===== src/hdl/snhr_pkg.sv =====
// Package: shared beat types and protocol codes for the static NAT header rewrite block.
package snhr_pkg;

    localparam logic       KIND_ENTRY  = 1'b0;
    localparam logic       KIND_HEADER = 1'b1;
    localparam logic       DIR_FWD     = 1'b0;
    localparam logic       DIR_REV     = 1'b1;
    localparam logic [7:0] PROTO_TCP   = 8'd6;
    localparam logic [7:0] PROTO_UDP   = 8'd17;
    localparam logic [15:0] CK_ONES    = 16'hffff;

    typedef struct packed {
        logic        kind;
        logic        direction;
        logic [3:0]  entry_index;
        logic [31:0] entry_inside_start;
        logic [31:0] entry_outside_start;
        logic [31:0] entry_span;
        logic [31:0] source_address;
        logic [31:0] destination_address;
        logic [15:0] header_checksum;
        logic [7:0]  protocol_number;
        logic [15:0] transport_checksum;
    } cmd_t;

    typedef struct packed {
        logic        translated;
        logic [31:0] out_source_address;
        logic [31:0] out_destination_address;
        logic [15:0] out_header_checksum;
        logic [15:0] out_transport_checksum;
    } result_t;

    // beat handed from cell to cell
    typedef struct packed {
        logic        valid;
        cmd_t        cmd;
        logic        hit;
        logic [31:0] new_addr;
    } beat_t;

endpackage


===== src/hdl/snhr_cell.sv =====
// Chain cell: holds one table entry, captures entry writes and matches passing headers.
module snhr_cell #(
    parameter int IDX = 0
) (
    input  logic           clk,
    input  logic           rst_n,
    input  logic [4:0]     active_pairs,
    input  snhr_pkg::beat_t beat_in,
    output snhr_pkg::beat_t beat_out
);
    import snhr_pkg::*;

    localparam logic [7:0] IDX_SEL = IDX[7:0];
    localparam logic [8:0] IDX_ACT = IDX[8:0];

    logic [31:0] in_start_reg;
    logic [31:0] out_start_reg;
    logic [32:0] in_end_reg;
    logic [32:0] out_end_reg;
    logic [31:0] fwd_diff_reg;
    logic [31:0] rev_diff_reg;

    logic        valid_reg;
    beat_t       beat_reg;
    beat_t       beat_next;

    logic        wr_sel;
    logic        active;
    logic [31:0] addr;
    logic [31:0] start_sel;
    logic [32:0] end_sel;
    logic [31:0] diff_sel;
    logic        in_range;

    assign wr_sel = beat_in.valid && (beat_in.cmd.kind == KIND_ENTRY)
                    && ({4'b0, beat_in.cmd.entry_index} == IDX_SEL);
    assign active = {4'b0, active_pairs} > IDX_ACT;

    always_comb
    begin
        if (beat_in.cmd.direction == DIR_REV)
        begin
            addr      = beat_in.cmd.destination_address;
            start_sel = out_start_reg;
            end_sel   = out_end_reg;
            diff_sel  = rev_diff_reg;
        end
        else
        begin
            addr      = beat_in.cmd.source_address;
            start_sel = in_start_reg;
            end_sel   = in_end_reg;
            diff_sel  = fwd_diff_reg;
        end
        in_range = (addr >= start_sel) && ({1'b0, addr} < end_sel);

        beat_next = beat_in;
        if (beat_in.cmd.kind == KIND_HEADER && !beat_in.hit && active && in_range)
        begin
            beat_next.hit      = 1'b1;
            beat_next.new_addr = addr + diff_sel;
        end
    end

    // ends and offsets precomputed at write time
    always_ff @(posedge clk)
    begin
        if (wr_sel)
        begin
            in_start_reg  <= beat_in.cmd.entry_inside_start;
            out_start_reg <= beat_in.cmd.entry_outside_start;
            in_end_reg    <= {1'b0, beat_in.cmd.entry_inside_start}
                             + {1'b0, beat_in.cmd.entry_span};
            out_end_reg   <= {1'b0, beat_in.cmd.entry_outside_start}
                             + {1'b0, beat_in.cmd.entry_span};
            fwd_diff_reg  <= beat_in.cmd.entry_outside_start - beat_in.cmd.entry_inside_start;
            rev_diff_reg  <= beat_in.cmd.entry_inside_start - beat_in.cmd.entry_outside_start;
        end
    end

    always_ff @(posedge clk or negedge rst_n)
    begin
        if (!rst_n)
        begin
            valid_reg <= 1'b0;
        end
        else
        begin
            valid_reg <= beat_in.valid;
        end
    end

    always_ff @(posedge clk)
    begin
        beat_reg <= beat_next;
    end

    always_comb
    begin
        beat_out       = beat_reg;
        beat_out.valid = valid_reg;
    end

endmodule


===== config.mk =====
export PLATFORM = sky130hd
export DESIGN_NAME = snhr_cell
export DESIGN_NICKNAME = d
export VERILOG_FILES = /design/src/hdl/snhr_pkg.sv /design/src/hdl/snhr_cell.sv
export SDC_FILE = /design/constraint.sdc
export NUM_CORES = 1
export LEC_CHECK = 0
export ABC_AREA = 1
export BUFFER_PORTS_ARGS = -buffer_cell sky130_fd_sc_hd__buf_2
export CAP_MARGIN = 0
export CORE_MARGIN = 5
export CORE_UTILIZATION = 35
export DETAILED_ROUTE_END_ITERATION = 10
export PLACE_DENSITY = 0.6
export SLEW_MARGIN = 10
export SYNTH_ARGS = -nofsm -noshare
export SYNTH_HDL_FRONTEND = slang
export SYNTH_SLANG_ARGS = --single-unit

===== constraint.sdc =====
create_clock -name clk -period 3.1 [get_ports clk]
set_clock_uncertainty 0.15 [all_clocks]
set_input_delay 0.62 -clock clk [delete_from_list [all_inputs] [get_ports clk]]
set_output_delay 0.62 -clock clk [all_outputs]
set_load 0.05 [all_outputs]

# --- Yosys cells after proc, flatten, opt, wreduce, memory -nomap -nowiden ---
# Index checks and enable logic that the tools add are counted.
word_totals:
  out_inout_bits: 240
  ff_bits: 434
  word_cells: 42
  inputBits: 247
op_classes:
  n_mux: 5
  bitwise_logic: 1
  order_cmp: 3
  reduce_logical: 8
  add_sub_neg: 5
ops:
  columns: ["operator", "count"]
  rows:
  - ["$mux W32", 4]
  - ["$add A32 B32 Y33", 2]
  - ["$sub A32 B32 Y32", 2]
  - ["$lt A32 B33 Y1", 1]
  - ["$mux W33", 1]
  - ["$add A32 B32 Y32", 1]
  - ["$ge A32 B32 Y1", 1]
  - ["$logic_and A1 B1 Y1", 6]
  - ["$gt A5 B1 Y1 const B", 1]
  - ["$logic_not A4 Y1", 1]
  - ["$logic_not A1 Y1", 1]
  - ["$not A1 Y1", 1]

# --- Longest topological paths before layout ---
# Gate-level depths: netlist of the first run.
depth:
  word_depth: 5
  depth_mapped: 20
  mapped_depth_nobuf: 18

# --- Worst setup path before layout of the first run ---
# No wires, ideal clock.
synth_timing:
  path_type: "input port to flip-flop"
  startpoint: "input beat_in[233] (netlist bit)"
  endpoint: "register fwd_diff_reg[0] (enable)"
  setup_time_ns: 0.985
  t_arrival_ns: 13.892
  required_ns: 1.965
  path_stages: 1
  setup_slack_ns: -11.927
  n_path_buf: 0
  cell_sequence: "nor3_1"
synth_between:
  elab_chain_len: 2
synth_rtl:
  columns: ["item", "line", "source"]
  rows:
  - ["from (decl)", "snhr_cell.sv:8", "input snhr_pkg::beat_t beat_in,"]
  - ["$logic_not A4 Y1", "snhr_cell.sv:36", "&& ({4'b0, beat_in.cmd.entry_index} == IDX_SEL);"]
  - ["$logic_and A1 B1 Y1", "snhr_cell.sv:36", null]
  - ["to (signal assigned)", "snhr_cell.sv:76", "fwd_diff_reg <= beat_in.cmd.entry_outside_start - beat_in.cmd.entry_inside_start;"]
  - ["to (decl)", "snhr_cell.sv:20", "logic [31:0] fwd_diff_reg;"]
# Every way passes these cells.
# A chain may end at the register's enable or synchronous reset.

==> results of run 1 <==
[power breakdown]
part / leakage (uW) / internal (uW) / switching (uW)
Sequential: 0.00376 / 6260 / 52.4
Combinational: 0.0111 / 1410 / 2800
Clock: 0.000797 / 3480 / 2400
[stage by stage]
step | setup slack, ns | setup TNS [ns] | hold slack (ns) | cell area, sq um
floorplan | -2.842 | -548.45 | 0.1744 | 23880
global placement | -0.3927 | -12.53 | 0.2442 | 28670
detailed placement | -0.4080 | -12.51 | 0.2451 | 28670
CTS | 0.01274 | 0 | 0.0009858 | 31290
global route | 0.01200 | 0 | 0.01276 | 31320
finish | 0.1697 | 0 | 0.02535 | 31320
[final timing paths]
| path | startpoint | endpoint | slack (ns) | depth (start not counted) |
|---|---|---|---|---|
| worst max-delay path | beat_in[74] | beat_out[30] | 0.17 | 19 |
| worst min-delay path | beat_in[137] | beat_out[137] | 0.03 | 1 |
| worst max register to register | out_end_reg[24] | beat_out[30] | 0.61 | 12 |
| worst min register to register | fwd_diff_reg[0] | beat_out[0] | 0.56 | 3 |
| max in group asynchronous | rst_n | valid_reg | 2.49 | 2 |
| min in group asynchronous | rst_n | valid_reg | 0.22 | 2 |
[cell type report]
| class | instances | area share (%) |
|---|---|---|
| Antenna cell | 2 | 0.01598 |
| Multi-Input combinational cell | 2097 | 37.69 |
| Tap cell | 873 | 3.487 |
| Inverter | 339 | 4.063 |
| Clock buffer | 63 | 4.386 |
| Clock inverter | 28 | 0.8788 |
| Sequential cell | 433 | 33.86 |
| Timing Repair Buffer | 765 | 15.62 |
[critical path: cells and delay by family]
family,cells,cell delay (ns)
compound gates,2,0.36
fa+ha+maj,1,0.20
buf+inv,5,1.08
simple gates,11,1.04
[routing by layer]
metal,track usage [%],vias to the layer above
li1,-,11120
met1,28.18,10030
met2,37.82,689
met3,3.128,158
met4,7.335,0
met5,0,-
[layout by cell type, fill, tap and decap left out, drive strengths merged, types with 62 or more instances in the layout]
cell type,n
inv,343
buf,668
edfxtp,193
xor2,86
nand2,930
nand3,145
a21oi,223
ha,220
mux2i,62
dlygate4sd3,97
o21ai,100
nor2,175
clkbuf,63
dfxtp,239
[logic make-up after synthesis]
family / Yosys count / synth area share, %
buf+inv: 387 / 6.251
simple gates: 1331 / 22.51
compound gates: 381 / 8.637
fa+ha+maj: 225 / 11.96
mux: 62 / 2.601
xor+xnor: 98 / 3.597
flops: 433 / 44.45
[timing repair]
item	in CTS	in global routing
endpoints found under the hold margin	97	0
resized for setup	0	11
endpoints found under the setup margin	0	33
hold buffers	97	0
==> flow_metrics.py, run 1 <==
metrics = {
    "outcome": {
        "status": "complete, no violations",
    },
    "synthesis": {
        "ys_types": 38,
        "syn_area_per_cell_sq_um": 8.179,
        "syn-cell-area_sq_mm": 0.02386,
        "mappedNetlistNets": 3389,
        "synth_common_cells": "nand2_1, inv_1, dfxtp_1",
        "async_flop_share_pct": 0.2309,
        "yosysWarnings": 0,
        "ys.flop_type": "dfxtp_1",
        "synth.most_common_cell": "nand2_1",
        "synthCells": 2917,
        "yosysSeqAreaShare_pct": 44.45,
        "yosysTopAreaCell": "edfxtp_1",
        "synth.area.top_cells": "edfxtp_1, dfxtp_1, nand2_1, ha_1, inv_1",
        "synth_top_area_share_pct": 24.29,
        "ys_ff_latch": 433,
        "synth_edf_count": 193,
    },
    "route": {
        "wl_per_cell_um": 18.14,
        "dr.max_layer_used": "met4",
        "met3_length_mm": 4.860,
        "vias": 22000,
        "met1_length_mm": 36.08,
        "dr.first_iter.drc_count": 1378,
        "vias_per_cell": 4.783,
        "drcViolationCount": 0,
        "drtPass1Iterations": 6,
        "wl_met2_mm": 39.53,
        "final_antenna_net_count": 0,
        "wirelength_mm": 83.43,
    },
    "place": {
        "io_buffers": 486,
        "hpwlAfterDp_mm": 68.85,
        "place_congestion": 0.9618,
        "dpl.cell_count": 4410,
    },
    "floorplanning": {
        "row_count": 95,
        "die-area_sq_mm": 0.07349,
        "fp.dieH_um": 271.1,
        "initial_core_util_pct": 35.40,
        "io_pins": 487,
        "core_area_sq_mm": 0.06740,
        "chipWidth_um": 271.1,
    },
    "cells_and_area": {
        "nNetsFinal": 4157,
        "final_core_util_pct": 46.47,
        "multi_input_area_sq_mm": 0.01181,
        "instances_no_fill": 4600,
        "seq_area_sq_mm": 0.01061,
        "syn_to_final_growth_pct": 31.28,
        "largest_reg_flops": 239,
        "drive_gt1_share_pct": 20.86,
        "fillers": 6671,
    },
    "grt": {
        "grt_remaining_overflow": 0,
        "antenna_found_initial": 2,
        "grt_max_degree": 69,
        "track_usage_pct": 21.88,
        "grt_pass1_wl_mm": 125.5,
        "grt_pass1_vias": 22280,
    },
    "timing": {
        "worst_pin_slew_ns": 0.4563,
        "grt_setup_unrepaired": "false",
        "setup_viol": 0,
        "maxSlewViolCount": 0,
        "hold_viol": 0,
        "period_share_pct": 94.52,
        "fmax_mhz": 341.3,
        "max_slew_margin_pct": 69.26,
        "fin_crit_ns": 2.930,
    },
    "worst_setup_path": {
        "startpoint_type": "input port",
        "crit_fanout": 9,
        "critPathKind": "in -> reg",
        "cpPeakStageDelay_ns": 0.53,
        "cp_slowest_cell": "dlygate4sd3_1",
        "critical_path_required_ns": 3.47,
        "end_kind": "flop",
        "critPathArrivalTime_ns": 3.30,
        "crit_chain": "dlygate4sd3_1 > buf_2 > or2_2 > o21ai_2 > inv_2 > ha_1 > nand2_1 > nand2_1 > nand2_1 > nand2_1 > nand2_1 > nand2_1 > nand2_1 > nand3_1 > a21oi_4 > buf_4 > buf_4 > nand3_1 > nand2_1",
        "crit_top_cell": "nand2_1",
    },
    "power_and_ir_drop": {
        "fin_total_pwr_uw": 16410,
        "cellPowerDensity_mw_per_mm2": 523.8,
        "p_leak_uw": 0.01567,
        "ir_drop_mv": 0.4300,
    },
    "run": {
        "cap_viol_max_count": 0,
    },
    "clock_tree": {
        "clk_path_buf_depth": 3,
        "cts_setup_buffers": 0,
        "numCtsBuffers": 49,
        "clkTransAtPathRegs_ns": 0.06,
        "cts_max_level": 2,
        "insertion_delay_ns": 0.60,
        "cts_tree": "done",
        "clock-sinks": 433,
        "root_buffer": "clkbuf_16",
    },
    "min_path": {
        "hold_class": "in -> reg",
    },
}
No activity file was read; power rests on OpenSTA's default activity.
==> inputs of run 2 (changes only) <==
clock period = 3.48 ns   (was 3.1 ns; I/O delays follow)
==> run 2 against run 1 <==
  * Sequential cell count unchanged
  * Utilization down 2.5 points
  * Final cell count down 4.2%
  * Wire length down 1.5%
  * Power down 12%
  * First-iteration DRC count up 7.8%
  * Sequential share of layout area up 2.0 points
  * Combinational power down 16%
  * Sequential power down 11%
  * Critical endpoint is now beat_out[10]
==> flow_metrics.py, run 2 (synthesis gave the netlist of run 1 again) <==
metrics = {
    "power_and_ir_drop": {
        "fin_total_pwr_uw": 14400,
        "p_leak_uw": 0.01479,
        "cellPowerDensity_mw_per_mm2": 486.4,
        "ir_drop_mv": 0.4369,
    },
    "route": {
        "dr.first_iter.drc_count": 1485,
        "drcViolationCount": 0,
        "wirelength_mm": 82.15,
        "vias": 21370,
        "vias_per_cell": 4.850,
        "wl_per_cell_um": 18.65,
        "final_antenna_net_count": 0,
        "drtPass1Iterations": 6,
    },
    "timing": {
        "hold_viol": 0,
        "fin_crit_ns": 2.979,
        "grt_setup_unrepaired": "false",
        "maxSlewViolCount": 0,
        "setup_viol": 0,
        "timing.final.ws_setup_ns": 0.5006,
        "worst_pin_slew_ns": 0.5663,
        "fmax_mhz": 335.6,
        "max_slew_margin_pct": 62.24,
        "period_share_pct": 85.61,
    },
    "worst_setup_path": {
        "crit_fanout": 32,
        "startpoint_type": "input port",
        "critPathKind": "in -> reg",
        "end_kind": "flop",
        "critPathArrivalTime_ns": 3.37,
        "critical_path_required_ns": 3.87,
    },
    "grt": {
        "grt_pass1_wl_mm": 122.0,
        "grt_remaining_overflow": 0,
        "grt_pass1_vias": 21420,
        "grt_max_degree": 74,
        "antenna_found_initial": 3,
        "track_usage_pct": 21.46,
    },
    "clock_tree": {
        "cts_setup_buffers": 0,
        "cts_resized": 0,
        "cts_tree": "done",
        "insertion_delay_ns": 0.60,
        "cts_max_level": 2,
        "clock-sinks": 433,
        "clk_path_buf_depth": 3,
        "clkTransAtPathRegs_ns": 0.06,
        "numCtsBuffers": 49,
        "root_buffer": "clkbuf_16",
    },
    "place": {
        "io_buffers": 486,
        "place_congestion": 0.9151,
        "place_area_sq_mm": 0.02794,
        "post-place-ws_ns": -0.09483,
        "hpwlAfterDp_mm": 68.57,
    },
    "floorplanning": {
        "fp.dieH_um": 271.1,
        "core_area_sq_mm": 0.06740,
        "initial_core_util_pct": 35.40,
        "chipWidth_um": 271.1,
        "die-area_sq_mm": 0.07349,
        "row_count": 95,
        "io_pins": 487,
    },
    "outcome": {
        "status": "complete, no violations",
    },
    "run": {
        "cap_viol_max_count": 0,
    },
    "cells_and_area": {
        "final_cell_mix": "nand2_1, buf_2, inv_1, dfxtp_1, a21oi_1",
        "largest_reg_flops": 239,
        "fillers": 6788,
        "syn_to_final_growth_pct": 24.10,
        "fin_area_sq_mm": 0.02961,
        "nNetsFinal": 3961,
        "layout_commonest_cell": "nand2_1",
        "drive_gt1_share_pct": 18.92,
    },
    "min_path": {
        "hold_class": "in -> reg",
    },
}
-- run 2: what timing repair did --
action | 4_1_cts | 5_1_grt
setup endpoints to repair | 0 | 0
hold buffers | 1 | 0
endpoints found under the hold margin | 1 | 0
-- run 2: critical path, stage by stage --
cell      delay [ns]
buf_6           0.13
buf_12          0.24
buf_4           0.25
mux2i_1         0.38
ha_1            0.32
nand2_1         0.09
nor2_1          0.06
a21boi_0        0.14
o21ai_0         0.16
nand2_1         0.13
a21oi_4         0.24
buf_4           0.17
buf_12          0.15
nand3_1         0.08
nand2_1         0.09
-- run 2: cell type report --
class                      count  area (sq um)  share of cell area, %
multi-input combinational   2097         11790                  39.81
sequential                   433         10610                  35.82
timing repair buffer         569          3189                  10.77
clock buffer                  64          1376                  4.648
inverter                     339          1272                  4.297
tap                          873          1092                  3.689
clock inverter                28         280.3                 0.9465
antenna                        3         7.507                0.02535
-- run 2: per-stage QoR --
stage	cells	hold slack [ns]	utilization, %	TNS [ns]
floorplan	2917	0.2504	-	-489.78
global placement	4310	0.3205	41.45	-2.961
detailed placement	4310	0.3241	41.45	-2.115
CTS	4403	0.01792	43.92	0
global route	4405	0.03013	43.93	0
finish	4406	0.05447	43.93	0
-- run 2: path summary, 6_finish.rpt --
path | to | startpoint | slack, ns | cells past startpoint
max reg2reg | beat_out[31] | rev_diff_reg[1] | 0.93 | 16
min | beat_out[65] | beat_in[65] | 0.05 | 1
min reg2reg | beat_out[0] | fwd_diff_reg[0] | 0.53 | 3
min in group asynchronous | valid_reg | rst_n | 0.27 | 2
max in group asynchronous | valid_reg | rst_n | 2.82 | 2
max | beat_out[10] | beat_in[237] | 0.50 | 15
-- run 2: power breakdown --
part,switching [uW],internal [uW],leakage [uW]
logic,2450,1070,0.0102
clock network,2150,3110,0.000815
registers,45.4,5580,0.00376
-- run 2: per-layer routing --
layer	GRT usage, %	vias to the layer above	share of wire [%]
met4	6.759	0	3.3
met2	36.98	700	47
met3	3.119	154	6.0
met5	0	-	0
li1	-	10740	-
met1	27.88	9777	44
==> inputs of run 3 (changes only) <==
CELL_PAD_IN_SITES_DETAIL_PLACEMENT = 0   (was unset)
CELL_PAD_IN_SITES_GLOBAL_PLACEMENT = 1   (was unset)
PLACE_DENSITY = unset   (was 0.6)
PLACE_DENSITY_LB_ADDON = 0.25   (was unset)
==> run 3 against run 2 <==
  * First-iteration DRC count down 18%
  * Via count is 0.95% lower
  * Largest power group unchanged
  * Highest routed layer unchanged
  * Count of clock-buffer cells in the layout stayed put
  * Clock power shrank 2%
  * Critical path depth did not move
  * Combinational power is 3% higher
  * Register-to-register slack hardly changed
  * Die area is the same
  * Global-route usage up 0.59 points
  * Power is 0.10% lower
  * Sequential cell count unchanged
==> flow_metrics.py, run 3 (synthesis gave the netlist of run 1 again) <==
metrics = {
    "clock_tree": {
        "cts_setup_buffers": 0,
        "numCtsBuffers": 49,
        "cts_resized": 0,
        "cts_max_level": 2,
        "cts_tree": "done",
        "ctsHoldBuffers": 1,
        "clock-sinks": 433,
        "insertion_delay_ns": 0.59,
        "clkTransAtPathRegs_ns": 0.06,
        "clk_path_buf_depth": 3,
        "root_buffer": "clkbuf_16",
    },
    "cells_and_area": {
        "final_cell_mix": "nand2_1, buf_2, inv_1, dfxtp_1, a21oi_1",
        "fillers": 6926,
        "final_core_util_pct": 44.90,
        "nNetsFinal": 4059,
        "syn_to_final_growth_pct": 26.83,
        "instances_no_fill": 4501,
        "largest_reg_flops": 239,
        "layout_commonest_cell": "nand2_1",
        "drive_gt1_share_pct": 21.04,
    },
    "place": {
        "hpwlAfterDp_mm": 70.35,
        "io_buffers": 486,
        "place_congestion": 0.9467,
        "dpl.cell_count": 4408,
    },
    "worst_setup_path": {
        "timing.critical_path.max_delay_family": "buffers and inverters",
        "crit_buf_inv": 4,
        "cpPeakStageDelay_ns": 0.30,
        "critPathArrivalTime_ns": 3.15,
        "cp_slowest_cell": "mux2i_1",
        "end_kind": "flop",
        "crit_chain": "buf_6 > buf_12 > buf_4 > mux2i_1 > ha_1 > a21oi_1 > o21a_1 > nand2_1 > nand2_1 > nand2_1 > nand2_1 > nand2_1 > buf_4 > nand3_1 > nand2_1",
        "crit_top_cell": "nand2_1",
        "critPathKind": "in -> reg",
        "critical_path_required_ns": 3.81,
        "crit_fanout": 39,
        "startpoint_type": "input port",
    },
    "power_and_ir_drop": {
        "p_switching_uw": 4643,
        "ir_drop_mv": 0.3571,
        "clkPwrFrac_pct": 35.7,
        "pwr-share-comb_pct": 25.3,
        "intPower_uw": 9745,
        "cellPowerDensity_mw_per_mm2": 475.5,
        "power_frac_seq_pct": 39.1,
        "netSwitchingFraction_pct": 32.27,
        "p_leak_uw": 0.01524,
    },
    "route": {
        "vias": 21170,
        "drcViolationCount": 0,
        "vias_per_cell": 4.703,
        "final_antenna_net_count": 0,
        "wirelength_mm": 83.93,
        "wl_per_cell_um": 18.65,
        "drtPass1Iterations": 5,
        "dr.first_iter.drc_count": 1216,
    },
    "floorplanning": {
        "chipWidth_um": 271.1,
        "core_area_sq_mm": 0.06740,
        "initial_core_util_pct": 35.40,
        "fp.dieH_um": 271.1,
        "io_pins": 487,
        "row_count": 95,
        "die-area_sq_mm": 0.07349,
    },
    "timing": {
        "period_share_pct": 80.95,
        "fin_crit_ns": 2.817,
        "hold_viol": 0,
        "grt_setup_unrepaired": "false",
        "setup_viol": 0,
        "fmax_mhz": 355.0,
        "maxSlewViolCount": 0,
        "max_slew_margin_pct": 56.19,
        "worst_pin_slew_ns": 0.6543,
    },
    "grt": {
        "busiest_layer": "met2",
        "use_met2_pct": 38.26,
        "grt_pass1_vias": 21210,
        "antenna_found_initial": 0,
        "grt_util_met3_pct": 2.871,
        "track_usage_pct": 22.05,
        "grt_pass1_wl_mm": 125.1,
        "grt_max_degree": 97,
        "grt_remaining_overflow": 0,
        "grt.met1_usage_pct": 29.31,
    },
    "outcome": {
        "status": "complete, no violations",
    },
    "run": {
        "cap_viol_max_count": 0,
    },
    "min_path": {
        "hold_class": "in -> reg",
    },
}
[run 3: final timing paths]
path,startpoint,endpoint,slack [ns],cells after the start
setup / recovery,beat_in[237],beat_out[9],0.66,15
hold / removal,beat_in[37],beat_out[37],0.05,1
setup reg to reg,out_end_reg[2],beat_out[9],0.93,14
hold reg to reg,fwd_diff_reg[0],beat_out[0],0.58,3
max in group asynchronous,rst_n,valid_reg,2.83,2
min in group asynchronous,rst_n,valid_reg,0.26,2
[run 3: cell type report]
cell class | count | area [sq um] | share of cell area, %
flip-flops and latches | 433 | 10610 | 35.05
clock inverters | 27 | 247.7 | 0.8187
diodes | 1 | 2.502 | 0.008269
multi-input cells | 2097 | 11790 | 38.95
inverters | 339 | 1272 | 4.205
well taps | 873 | 1092 | 3.610
clock buffers | 64 | 1368 | 4.519
repair buffers | 667 | 3887 | 12.85
[run 3: power by group through the flow]
stage,clock network (uW),logic (uW),registers (uW)
after global placement,0,3630,5730
final,5130,3630,5620
after global routing,5510,4000,5640
after detailed placement,0,3630,5730
after floorplan,0,1700,6320
after CTS,5280,3640,5620
[run 3: per-layer routing]
metal	share of wire, %	vias to the layer above
met3	5.0	100
met4	2.4	0
met5	0	-
met2	47	533
met1	45	9606
li1	-	10930
[run 3: stage by stage]
stage / setup TNS, ns / hold slack, ns / power, uW / setup slack [ns] / area [sq um]
2_1_floorplan: -489.78 / 0.2504 / 8022 / -2.538 / 23880
3_3_place_gp: 0 / 0.3209 / 9358 / 0.04276 / 28630
3_5_place_dp: 0 / 0.3216 / 9361 / 0.04151 / 28630
4_1_cts: 0 / 0.007780 / 14550 / 0.6757 / 30260
5_1_grt: 0 / 0.01781 / 15150 / 0.4467 / 30260
6_report: 0 / 0.05353 / 14390 / 0.6630 / 30260
