===== config.mk =====
export PLATFORM = sky130hd
export DESIGN_NAME = snhr_csum
export DESIGN_NICKNAME = d
export VERILOG_FILES = /design/src/hdl/snhr_pkg.sv /design/src/hdl/snhr_csum.sv
export SDC_FILE = /design/constraint.sdc
export NUM_CORES = 1
export LEC_CHECK = 0
export ABC_AREA = 1
export ABC_CLOCK_PERIOD_IN_PS = 5580
export CAP_MARGIN = 20
export CORE_ASPECT_RATIO = 1.1
export CORE_MARGIN = 8
export CORE_UTILIZATION = 39
export CTS_CLUSTER_SIZE = 20
export DETAILED_ROUTE_END_ITERATION = 16
export DONT_BUFFER_PORTS = 1
export GPL_TIMING_DRIVEN = 1
export SYNTH_ARGS = -nofsm -noshare
export SYNTH_HDL_FRONTEND = slang
export SYNTH_SLANG_ARGS = --single-unit

===== constraint.sdc =====
create_clock -name clk -period 5.58 [get_ports clk]
set_clock_uncertainty 0.1 [all_clocks]
set_input_delay 1.116 -clock clk [delete_from_list [all_inputs] [get_ports clk]]
set_output_delay 1.116 -clock clk [all_outputs]
set_load 0.02 [all_outputs]

===== src/hdl/snhr_pkg.sv =====
// Package: shared beat types and protocol codes for the static NAT header rewrite block.
package snhr_pkg;

    localparam logic       KIND_ENTRY  = 1'b0;
    localparam logic       KIND_HEADER = 1'b1;
    localparam logic       DIR_FWD     = 1'b0;
    localparam logic       DIR_REV     = 1'b1;
    localparam logic [7:0] PROTO_TCP   = 8'd6;
    localparam logic [7:0] PROTO_UDP   = 8'd17;
    localparam logic [15:0] CK_ONES    = 16'hffff;

    typedef struct packed {
        logic        kind;
        logic        direction;
        logic [3:0]  entry_index;
        logic [31:0] entry_inside_start;
        logic [31:0] entry_outside_start;
        logic [31:0] entry_span;
        logic [31:0] source_address;
        logic [31:0] destination_address;
        logic [15:0] header_checksum;
        logic [7:0]  protocol_number;
        logic [15:0] transport_checksum;
    } cmd_t;

    typedef struct packed {
        logic        translated;
        logic [31:0] out_source_address;
        logic [31:0] out_destination_address;
        logic [15:0] out_header_checksum;
        logic [15:0] out_transport_checksum;
    } result_t;

    // beat handed from cell to cell
    typedef struct packed {
        logic        valid;
        cmd_t        cmd;
        logic        hit;
        logic [31:0] new_addr;
    } beat_t;

endpackage


===== src/hdl/snhr_csum.sv =====
// Checksum stage: RFC 1624 incremental patch of IP and L4 checksums, two registers deep.
module snhr_csum (
    input  logic                clk,
    input  logic                rst_n,
    input  snhr_pkg::beat_t     beat_in,
    output logic                result_valid,
    output snhr_pkg::result_t   result
);
    import snhr_pkg::*;

    logic        s1_valid_reg;
    logic        s1_valid_next;
    beat_t       s1_beat_reg;
    logic [18:0] s1_hsum_reg;
    logic [18:0] s1_tsum_reg;
    logic [18:0] hsum_next;
    logic [18:0] tsum_next;

    logic        s2_valid_reg;
    result_t     s2_res_reg;
    result_t     s2_res_next;

    logic [31:0] old_addr;
    logic [18:0] delta;
    logic [15:0] h_patch;
    logic [15:0] t_patch;
    logic        tcp;
    logic        udp_on;

    function automatic logic [15:0] fold_inv(input logic [18:0] s);
        logic [16:0] s1;
        logic [16:0] s2;
        s1 = {1'b0, s[15:0]} + {14'b0, s[18:16]};
        s2 = {1'b0, s1[15:0]} + {16'b0, s1[16]};
        return ~s2[15:0];
    endfunction

    assign s1_valid_next = beat_in.valid && (beat_in.cmd.kind == KIND_HEADER);

    always_comb
    begin
        old_addr = (beat_in.cmd.direction == DIR_REV) ? beat_in.cmd.destination_address
                                                      : beat_in.cmd.source_address;
        delta    = {3'b0, ~old_addr[31:16]} + {3'b0, ~old_addr[15:0]}
                   + {3'b0, beat_in.new_addr[31:16]} + {3'b0, beat_in.new_addr[15:0]};
        hsum_next = delta + {3'b0, ~beat_in.cmd.header_checksum};
        tsum_next = delta + {3'b0, ~beat_in.cmd.transport_checksum};
    end

    always_ff @(posedge clk)
    begin
        s1_beat_reg <= beat_in;
        s1_hsum_reg <= hsum_next;
        s1_tsum_reg <= tsum_next;
        s2_res_reg  <= s2_res_next;
    end

    always_comb
    begin
        h_patch = fold_inv(s1_hsum_reg);
        t_patch = fold_inv(s1_tsum_reg);
        tcp     = s1_beat_reg.cmd.protocol_number == PROTO_TCP;
        udp_on  = (s1_beat_reg.cmd.protocol_number == PROTO_UDP)
                  && (s1_beat_reg.cmd.transport_checksum != 16'h0000);

        s2_res_next.translated              = s1_beat_reg.hit;
        s2_res_next.out_source_address      = s1_beat_reg.cmd.source_address;
        s2_res_next.out_destination_address = s1_beat_reg.cmd.destination_address;
        s2_res_next.out_header_checksum     = s1_beat_reg.cmd.header_checksum;
        s2_res_next.out_transport_checksum  = s1_beat_reg.cmd.transport_checksum;
        if (s1_beat_reg.hit)
        begin
            if (s1_beat_reg.cmd.direction == DIR_REV)
            begin
                s2_res_next.out_destination_address = s1_beat_reg.new_addr;
            end
            else
            begin
                s2_res_next.out_source_address = s1_beat_reg.new_addr;
            end
            s2_res_next.out_header_checksum = h_patch;
            if (tcp)
            begin
                s2_res_next.out_transport_checksum = t_patch;
            end
            else if (udp_on)
            begin
                s2_res_next.out_transport_checksum = (t_patch == 16'h0000) ? CK_ONES : t_patch;
            end
        end
    end

    always_ff @(posedge clk or negedge rst_n)
    begin
        if (!rst_n)
        begin
            s1_valid_reg <= 1'b0;
            s2_valid_reg <= 1'b0;
        end
        else
        begin
            s1_valid_reg <= s1_valid_next;
            s2_valid_reg <= s1_valid_reg;
        end
    end

    assign result_valid = s2_valid_reg;
    assign result       = s2_res_reg;

endmodule


# After elaboration in Yosys (flattened, before gate mapping)

Index checks and enable logic that the tools add are counted.

Add/subtract/negate cells: 9
Eq/ne operators: 2
Multiplexer cells: 7
Bitwise logic cells: 6
Reductions and logical operators: 4

Operators with widths:

| kind                                           | count |
|---|---|
| 2-to-1 mux 32 bit                              | 3 |
| 2-to-1 mux 96 bit                              | 1 |
| inverter 16 bit                                | 6 |
| 2-to-1 mux 16 bit                              | 3 |
| adder 19 x 16 -> 19 bit                        | 2 |
| adder 16 x 3 -> 17 bit                         | 2 |
| adder 16 x 1 -> 16 bit                         | 2 |
| adder 18 x 16 -> 19 bit                        | 1 |
| adder 17 x 16 -> 18 bit                        | 1 |
| adder 16 x 16 -> 17 bit                        | 1 |
| zero test 16 bit                               | 1 |
| nonzero test 16 bit                            | 1 |
| == test 8 x 3 -> 1 bit (second input constant) | 1 |
| == test 8 x 5 -> 1 bit (second input constant) | 1 |
| logical AND 1 bit                              | 2 |

Flip-flop bits (word level): 275
Input bits: 242
Output and inout bits: 98
Word-level logic and storage cells: 45

# Depth between registers and ports, before layout

Gate-level depths: netlist of the first run.

Word-level depth: 8
Depth in mapped cells: 27

# Least setup slack after synthesis of the first run

Ideal clock, no wire load.

Path type: input port to flip-flop
From: input beat_in[237] (netlist name)
To: register s1_tsum_reg[16]
Library setup time: 0.131 ns
Arrival time: 5.704 ns
Required time: 5.349 ns
Slack: -0.355 ns
Cell stages on the path: 27
Path buffers: 2
Cell sequence: clkbuf_1 > clkbuf_1 > mux2i_1 > fa_1 > inv_1 > fa_1 > inv_1 > ha_1 > fa_1 > nand3_1 > nand2_1 > nand2_1 > nand3_1 > a21oi_1 > nor2_1 > nor2_1 > xor2_1 > inv_1 > ha_1 > nand2_1 > nor3_1 > inv_1 > o211ai_1 > nand3_1 > nand2_1 > a31oi_1 > xnor2_1

Cells in the longest elaborated chain, start to end: 6
Elaborated cells between the ends (all ways): 7
Classes of those cells: add/sub (4); mux (1); bitwise (2)

RTL lines:

| what                        | RTL line        | RTL |
|---|---|---|
| start: declaration          | snhr_csum.sv:5  | `input snhr_pkg::beat_t beat_in,` |
| 2-to-1 mux 32 bit (*)       | snhr_csum.sv:42 | `old_addr = (beat_in.cmd.direction == DIR_REV) ? beat_in.cmd.destination_address` |
| inverter 16 bit             | snhr_csum.sv:44 | `delta = {3'b0, ~old_addr[31:16]} + {3'b0, ~old_addr[15:0]}` |
| adder 16 x 16 -> 17 bit (*) | snhr_csum.sv:44 |  |
| adder 17 x 16 -> 18 bit (*) | snhr_csum.sv:45 | `+ {3'b0, beat_in.new_addr[31:16]} + {3'b0, beat_in.new_addr[15:0]};` |
| adder 18 x 16 -> 19 bit (*) | snhr_csum.sv:45 |  |
| adder 19 x 16 -> 19 bit (*) | snhr_csum.sv:47 | `tsum_next = delta + {3'b0, ~beat_in.cmd.transport_checksum};` |
| named net tsum_next[16]     | snhr_csum.sv:17 | `logic [18:0] tsum_next;` |
| end signal: assignment      | snhr_csum.sv:54 | `s1_tsum_reg <= tsum_next;` |
| end: declaration            | snhr_csum.sv:15 | `logic [18:0] s1_tsum_reg;` |

Mark *: on every way through the listed nets, which the timed path passes. The rest lies on a longest branch.

# Worst setup path after layout of the first run

Ends and elaborated chain as after synthesis.

==> impl_results.md, run 1 <==
* TritonCTS buffer count at 29
* Post-synthesis mux area share at 2.79%
* # rows at 68
* Fraction of registers with async set or reset after synthesis at 0.727%
* Post-synthesis area per instance at 8.41 um^2
* Area Overhead vs Synth at 14.5%
* Largest family of logic cells by synthesized area: simple AND/OR/NAND/NOR gates
* TritonCTS clock tree: built
* Top cells by count, synth: nand2_1, dfxtp_1, inv_1
* Post-CTS setup buffers at 0
* Reg power frac at 31.0%
* Slew Limit Headroom at 49.7%
* RSZ-0062 raised after global routing: false
* Synth Instances at 1453
* Critical path arrival at 5.41 ns
* Area of the core at 31100 um^2
* Synth unique cells at 43
* Post-synth top area share at 44.7%
* Clk network pwr share at 23.0%
* Die span in x at 185 um
* Synth Net Count at 1790
* DIE AREA at 37300 um^2
* Xor and xnor fraction of the mapped netlist area at 3.87%
* Reg2reg start: s1_hsum_reg[0]
* Setup WS post-layout at 0.504 ns
* Main area contributors after synthesis: dfxtp_1, nand2_1, inv_1, ha_1, fa_1
* Worst-Margin Slew at 0.749 ns
* Final setup violation count at 0
* Grt ovf at 0
* Ys Warns at 0
* Largest fanout on the critical path at 33
* DR DRC count at 0
* Compound-Gate Fraction of Synth Area at 9.13%
* Critical path class: input pin to flop
* Internal at 5.02 mW
* Fin crit share at 91.0%
* Simple-Gate Fraction of Synth Area at 18.4%
* Placer congestion estimate at 0.883
* Diode count at 0
* Worst-Skew Late Latency at 0.57 ns
* Largest net degree at the start of global routing at 65
* Sw Ratio at 39.9%
* Hold WS at 0.139 ns
* Cts hold-fix bufs at 0
* PD cells at 596 nW/um^2
* Fillcell total at 3141
* Initial antenna violation count at 2
* Tmin final at 5.08 ns
* Pre-CTS setup slack at -0.0912 ns
* Synth Flop Type: dfxtp_1
* Max_cap viols at 0
* Synth Cell Area at 12200 um^2
* Worst VDD drop at 0.250 mV
* Most frequent cell after synthesis: nand2_1
* Via Count at 9093
* Yosys reg bits at 275
* Final ANT Viol Nets at 0
* Outcome: finished, final reports clean
* Post-DP HPWL at 24500 um
* Register area share after synthesis at 45.1%
* Routed WL at 30500 um
* Post-synth EDFFs at 0
* Clk root buf: clkbuf_16
* Clock-pin slew on the worst setup and hold paths at 0.06 ns
* First-pass GRT wire length at 46800 um
* Critical Path RT at 5.91 ns
* Max H-tree Level at 1
* Tot GR Track Use at 15.9%
* CP Launch Type: input pin
* Leakage Power at 6.91 nW
* Clock Path Buffers at 3
* Reg2Reg Depth at 26
* DRT Pass-1 Iters at 5
* Vias per inst at 4.66
* Post-cts resize count at 0
* Post-synth top area cell: dfxtp_1
* Synth Area in Adders at 11.9%
* Nets at 1847
* Wirelength per Cell at 15.6 um
* Max-slew violation count at 0
* DRT iter0 DRCs at 367
* Clock sink count at 275
* Comb power frac at 46.0%
* I/O pin count at 340
* Max Clk Rate at 0.197 GHz
* Flop2flop setup slack at 1.57 ns
* Initial Util at 39.2%
* Max FFs per register at 138
* Layout cell share with drive strength beyond 1 at 10.3%
* Number of global-route vias before repair at 9142
* R2r endpoint: result[28]
* Crit path capture type: flop
* Die Ht at 202 um
* Fin. Hold Viols at 0
* Worst hold path type: input pin to asynchronous set/reset pin
* NetSw at 3.33 mW
* PortBufs at 0
## critical path: stages
cell      delay, ns
mux2_2         0.33
fa_1           0.42
fa_1           0.52
inv_1          0.04
ha_1           0.21
fa_1           0.39
nand3_1        0.10
nand2_1        0.08
nand2_1        0.07
nand3_1        0.09
a21oi_1        0.14
nor2_1         0.05
nor2_1         0.11
xor2_1         0.20
inv_1          0.09
ha_1           0.32
nand2_1        0.08
nor3_1         0.23
inv_1          0.07
o211ai_1       0.25
nand3_1        0.10
nand2_1        0.11
a31oi_1        0.12
xnor2_1        0.15
## layout make-up
type	instances	area (um^2)	share of cell area, %
well taps	420	526	3.76
repair buffers	51	383	2.74
multi-input cells	896	5630	40.3
clock buffers	37	786	5.62
inverters	257	965	6.90
clock inverters	17	183	1.31
flip-flops and latches	275	5520	39.4
## kinds of logic (layout without fill, tap and decap cells)
logic type	after synthesis	count (layout)
mux	32	32
xor+xnor	54	54
buf+inv	282	362
fa+ha+maj	95	95
compound gates	204	204
flops	275	275
simple gates	511	511
## placed cells by master, fill, tap and decap left out, drive strengths merged, types with 13 or more instances in the layout
cell and count:
nand2 309, mux2i 16, dfxtp 273, mux2 16, fa 36, o21ai 107
a21oi 53, nand3 74, nor2 83, inv 257, clkbuf 37, nand4 24
ha 59, xnor2 13, a31oi 18, buf 51, xor2 41
## how the worst max path moves through the flow
stage / startpoint / end / slack (ns)
after floorplan: beat_in[237] / s1_tsum_reg[16] / -0.06
after global placement: beat_in[237] / s1_tsum_reg[16] / -0.06
after detailed placement: beat_in[237] / s1_tsum_reg[16] / -0.09
after CTS: beat_in[237] / s1_tsum_reg[16] / 0.50
after global routing: beat_in[237] / s1_tsum_reg[16] / 0.15
final: beat_in[237] / s1_tsum_reg[16] / 0.50
## metal layers
| metal | routed length, um | up-vias | track usage [%] |
|---|---|---|---|
| li1 | - | 4731 | - |
| met1 | 12300 | 4085 | 17.5 |
| met2 | 14300 | 231 | 27.1 |
| met3 | 3130 | 44 | 6.35 |
| met4 | 767 | 2 | 5.64 |
| met5 | 17 | - | 0 |
## power groups by stage
| stage | Combinational [mW] | Clock, mW | Sequential, mW |
|---|---|---|---|
| 6_report | 3.84 | 1.92 | 2.58 |
| 2_1_floorplan | 2.60 | 0 | 2.56 |
| 3_3_place_gp | 3.84 | 0 | 2.63 |
| 5_1_grt | 4.36 | 2.06 | 2.61 |
| 3_5_place_dp | 3.87 | 0 | 2.63 |
| 4_1_cts | 3.89 | 1.97 | 2.59 |
## metrics by stage
step / TNS (ns) / cells / instance area, um^2 / util (%) / total power [mW]
after global placement: -0.0939 / 1899 / 13000 / 41.8 / 6.47
after global routing: 0 / 1953 / 14000 / 44.9 / 9.03
after floorplan: -0.0638 / 1453 / 12200 / - / 5.17
after detailed placement: -0.139 / 1899 / 13000 / 41.8 / 6.51
final: 0 / 1953 / 14000 / 44.9 / 8.35
after CTS: 0 / 1953 / 14000 / 44.9 / 8.45
(Power assumes the default switching activity.)
==> run 2, diff against run 1 <==
PLACE_DENSITY = 0.54   (was not set)
==> run 2 against run 1 <==
Non-clock buffer count increased by 5. Utilization up 0.46 points. Register-to-register slack hardly changed. Die area is the same. Final area increased by 1.0%. First-iteration DRC count increased by 9.0%. Wire length grew 2.5%. Sequential cell count unchanged. Largest cell class unchanged.
==> impl_results.md, run 2 (synthesized netlist as in run 1, its figures left out) <==
* DRT Pass-1 Iters at 4
* CP bufs+invs at 3
* Placed Area at 13100 um^2
* CP Launch Type: input pin
* Cell mode on critical path: nand2_1
* Start point of the critical path: beat_in[237]
* Pre-CTS setup slack at -0.0169 ns
* Clk root buf: clkbuf_16
* Clock sink count at 275
* Max_cap viols at 0
* Worst path cell trace: mux2_2, fa_1, fa_1, inv_1, ha_1, fa_1, nand3_1, nand2_1, buf_4, nand3_1, o2111ai_1, xor2_1, buf_4, ha_1, nand2_1, nor2_1, nand4_1, o21ai_0, nand2_1, nand2_1, nand2_1, xor2_1
* Critical path depth at 22
* Clock Path Buffers at 3
* Critical Path RT at 5.93 ns
* Commonest non-fill, non-tap cell in the layout: nand2_1
* Crit-path slowest cell: fa_1
* Final setup violation count at 0
* Final Core Density at 45.4%
* Post-DP HPWL at 25000 um
* Tmin final at 5.00 ns
* TritonCTS clock tree: built
* Flop2flop setup slack at 1.58 ns
* DIE AREA at 37300 um^2
* RSZ-0062 raised after global routing: false
* Routed WL at 31200 um
* Sw Ratio at 38.6%
* Largest stage delay, worst path at 0.52 ns
* Critical path arrival at 5.34 ns
* GR Layer Usage met3 at 6.31%
* Reg power frac at 30.2%
* Clock-pin slew on the worst setup and hold paths at 0.06 ns
* Crit path max-delay family: adder cells
* Most frequent cells in the layout: nand2_1, dfxtp_1, inv_1
* Internal at 5.26 mW
* Post-cts resize count at 0
* GR Util met1 at 19.1%
* Number of global-route vias before repair at 9340
* Fin. Hold Viols at 0
* Largest fanout on the critical path at 33
* Critical path class: input pin to flop
* Worst-Margin Slew at 0.958 ns
* Max Clk Rate at 0.200 GHz
* Initial Util at 39.2%
* TritonCTS buffer count at 29
* Setup WS post-layout at 0.584 ns
* Max FFs per register at 138
* Max-slew violation count at 0
* Setup TNS at 0 ns
* DR DRC count at 0
* Area Overhead vs Synth at 15.7%
* Leakage Power at 6.99 nW
* Placed Cells incl. Taps at 1904
* Post-CTS setup buffers at 0
* Worst hold path type: input pin to asynchronous set/reset pin
* Clk network pwr share at 24.6%
* Nets at 1852
* Final ANT Viol Nets at 0
* I/O pin count at 340
* Via Count at 9178
* Reg2Reg Depth at 26
* DRT iter0 DRCs at 400
* Vias per inst at 4.68
* Slew Limit Headroom at 35.6%
* GRT busiest layer: met2
* Placer congestion estimate at 0.850
* R2r endpoint: result[28]
* Max H-tree Level at 1
* Fin crit share at 89.5%
* First-pass GRT wire length at 49100 um
* Largest net degree at the start of global routing at 65
* Tot GR Track Use at 16.7%
* # rows at 68
* Finished Layout Cells at 1960
* Hold WS at 0.149 ns
* Outcome: finished, final reports clean
* PortBufs at 0
* Design area at 14100 um^2
* NetSw at 3.30 mW
* Crit path capture type: flop
* PnR Total Power at 8.56 mW
* Comb power frac at 45.2%
* Worst-Skew Late Latency at 0.56 ns
* Wirelength per Cell at 15.9 um
* Worst VDD drop at 0.282 mV
* Met2 Resource Use GR at 28.2%
* Die Ht at 202 um
* Cts hold-fix bufs at 0
* Reg2reg start: s1_hsum_reg[16]
* Area of the core at 31100 um^2
* Initial antenna violation count at 1
* Die span in x at 185 um
* Grt ovf at 0
* Critical Path Sink: s1_tsum_reg[17]
* Layout cell share with drive strength beyond 1 at 10.6%
* PD cells at 606 nW/um^2
run 2: cell count changes in the layout (fill, tap and decap cells not counted), sizes merged:
cell	before	now
buf	51	56
bufinv	2	6
clkbuf	37	40
clkinv	11	8
clkinvlp	4	1
diode	0	2
inv	257	256
run 2: per-layer routing:
metal	vias up	share of wire (%)	routed length, um
met5	-	0.054	17
met4	2	2.7	856
met3	50	10	3130
met2	243	46	14500
met1	4140	41	12700
li1	4743	-	-
run 2: cell type report:
type	instances	area, um^2
multi-input cells	896	5630
fillers	3077	17000
repair buffers	56	420
diodes	2	5.00
flip-flops and latches	275	5520
well taps	420	526
inverters	257	965
clock buffers	40	827
clock inverters	14	241
run 2: worst reg2reg max path, delay by kind of cell (launching register included):
kind | cells | cell delay, ns
adders and majority gates | 4 | 0.77
and+or+nand+nor | 17 | 2.19
buffers and inverters | 3 | 0.17
DFF | 1 | 0.33
AOI/OAI and AO/OA | 2 | 0.38
run 2: worst min path at each step:
stage	end	slack [ns]	startpoint
after global routing	result_valid	0.11	rst_n
after CTS	s1_valid_reg	0.11	rst_n
final	result_valid	0.15	rst_n
after detailed placement	result_valid	0.24	s1_valid_reg
after global placement	result_valid	0.24	s1_valid_reg
after floorplan	result[96]	0.23	s1_beat_reg[32]
run 2: power by group through the flow:
stage	clock, mW	sequential [mW]	combinational, mW
4_1_cts	2.16	2.60	3.92
3_5_place_dp	0	2.64	3.90
6_report	2.10	2.59	3.87
3_3_place_gp	0	2.64	3.86
5_1_grt	2.24	2.62	4.41
2_1_floorplan	0	2.56	2.60
==> run 3, diff against run 2 <==
CORE_UTILIZATION = 55   (was 39)
PLACE_DENSITY = 0.7   (was 0.54)
==> run 3 against run 2 <==
Wire length is 6.2% lower. Clock power is 14% lower. Sequential power hardly changed. Critical path type unchanged.
==> impl_results.md, run 3 (synthesized netlist as in run 1, its figures left out) <==
* Max_cap viols at 0
* Initial Util at 55.6%
* First-pass GRT wire length at 46400 um
* Sw Ratio at 39.6%
* Clk network pwr share at 22.3%
* Die span in x at 158 um
* Area Overhead vs Synth at 11.5%
* DR DRC count at 0
* Critical path arrival at 5.42 ns
* # rows at 57
* Post-CTS setup buffers at 0
* Setup WS post-layout at 0.521 ns
* Reg power frac at 32.1%
* Clock Path Buffers at 3
* Clock-pin slew on the worst setup and hold paths at 0.06 ns
* Die Ht at 172 um
* Pre-CTS setup slack at -0.0441 ns
* Finished Layout Cells at 1805
* Placer congestion estimate at 0.923
* PnR Total Power at 8.06 mW
* Max-slew violation count at 0
* Crit path capture type: flop
* Clk root buf: clkbuf_16
* Fin. Hold Viols at 0
* Commonest non-fill, non-tap cell in the layout: nand2_1
* NetSw at 3.19 mW
* Final ANT Viol Nets at 0
* Worst VDD drop at 0.362 mV
* Post-cts resize count at 0
* Wirelength per Cell at 16.2 um
* Worst-Margin Slew at 0.928 ns
* Post-DP HPWL at 23300 um
* Placed Cells incl. Taps at 1757
* Tmin final at 5.06 ns
* Internal at 4.87 mW
* RSZ-0062 raised after global routing: false
* Slew Limit Headroom at 37.6%
* Worst path cell trace: mux2_2, fa_1, fa_1, inv_1, ha_1, fa_1, nand3_1, nand2_1, buf_4, a31oi_1, xor2_1, inv_1, ha_1, nand2_1, o21ai_0, a21oi_1, o21ai_0, a21oi_1, o21ai_0, xor2_1
* TritonCTS buffer count at 27
* Largest net degree at the start of global routing at 65
* Most frequent cells in the layout: nand2_1, dfxtp_1, inv_1
* Largest fanout on the critical path at 33
* Max FFs per register at 138
* DRT Pass-1 Iters at 5
* Vias per inst at 5.06
* CP Launch Type: input pin
* Clock sink count at 275
* PortBufs at 0
* Setup TNS at 0 ns
* Tot GR Track Use at 21.4%
* I/O pin count at 340
* Hold WS at 0.169 ns
* DRT iter0 DRCs at 405
* Layout cell share with drive strength beyond 1 at 8.74%
* Largest stage delay, worst path at 0.52 ns
* Worst hold path type: input pin to asynchronous set/reset pin
* Fin crit share at 90.7%
* Number of global-route vias before repair at 9402
* TritonCTS clock tree: built
* Cts hold-fix bufs at 0
* DIE AREA at 27200 um^2
* Via Count at 9134
* Critical path class: input pin to flop
* Area of the core at 22000 um^2
* Critical Path RT at 5.94 ns
* Leakage Power at 6.80 nW
* Final setup violation count at 0
* Crit-path slowest cell: fa_1
* Comb power frac at 45.5%
* Outcome: finished, final reports clean
* Diode count at 0
* Initial antenna violation count at 0
* Max Clk Rate at 0.198 GHz
* Max H-tree Level at 1
* PD cells at 591 nW/um^2
* Nets at 1828
* Routed WL at 29300 um
* Worst-Skew Late Latency at 0.54 ns
* Grt ovf at 0
-- run 3: cell types whose count changed in the layout (fill, tap and decap cells not counted) --
cell	delta
bufinv_16	-3
clkinv_2	+1
clkbuf_8	-2
clkinv_4	-3
diode_2	-2
buf_4	-22
clkbuf_1	+3
clkbuf_16	-2
-- run 3: stage by stage --
step	util, %	area (um^2)
after CTS	62.0	13600
after floorplan	-	12200
after global placement	58.0	12700
final	62.0	13600
after detailed placement	58.0	12700
after global routing	62.0	13600
-- run 3: power by group through the flow --
stage | Sequential [mW] | Clock (mW) | Combinational (mW)
global placement | 2.63 | 0 | 3.59
detailed placement | 2.63 | 0 | 3.65
floorplan | 2.56 | 0 | 2.60
CTS | 2.59 | 1.84 | 3.68
global route | 2.62 | 1.93 | 4.15
finish | 2.59 | 1.80 | 3.67
-- run 3: final timing paths --
check / cells after the start / slack (ns) / end / startpoint
worst max-delay path: 20 / 0.52 / s1_hsum_reg[14] / beat_in[237]
worst min-delay path: 0 / 0.17 / result_valid / rst_n
worst max register to register: 26 / 1.54 / result[28] / s1_hsum_reg[16]
worst min register to register: 0 / 0.25 / result_valid / s1_valid_reg
max in group asynchronous: 0 / 5.15 / s1_valid_reg / rst_n
min in group clk: 0 / 0.25 / result_valid / s1_valid_reg
-- run 3: cell type report --
type,count,area [um^2]
Clock buffer,39,761
Clock inverter,9,130
Fill cell,1951,8340
Inverter,257,965
Multi-Input combinational cell,896,5630
Sequential cell,275,5520
Tap cell,295,369
Timing Repair Buffer,34,255
-- run 3: per-layer routing --
metal	vias to the layer above	part of all wire (%)	GRT usage, %	routed length [um]
li1	4677	-	-	-
met1	4141	39	23.5	11500
met2	260	49	38.6	14300
met3	56	9.8	7.40	2870
met4	0	2.2	5.66	649
met5	-	0	0	0
-- run 3: worst max-delay path, delay by kind of cell --
kind | cells | cell delay [ns]
AO/OA/AOI/OAI | 6 | 1.12
XOR/XNOR | 2 | 0.36
adder cells (fa/ha/maj) | 5 | 1.89
buffers and inverters | 3 | 0.32
multiplexers | 1 | 0.32
AND/OR/NAND/NOR | 3 | 0.28
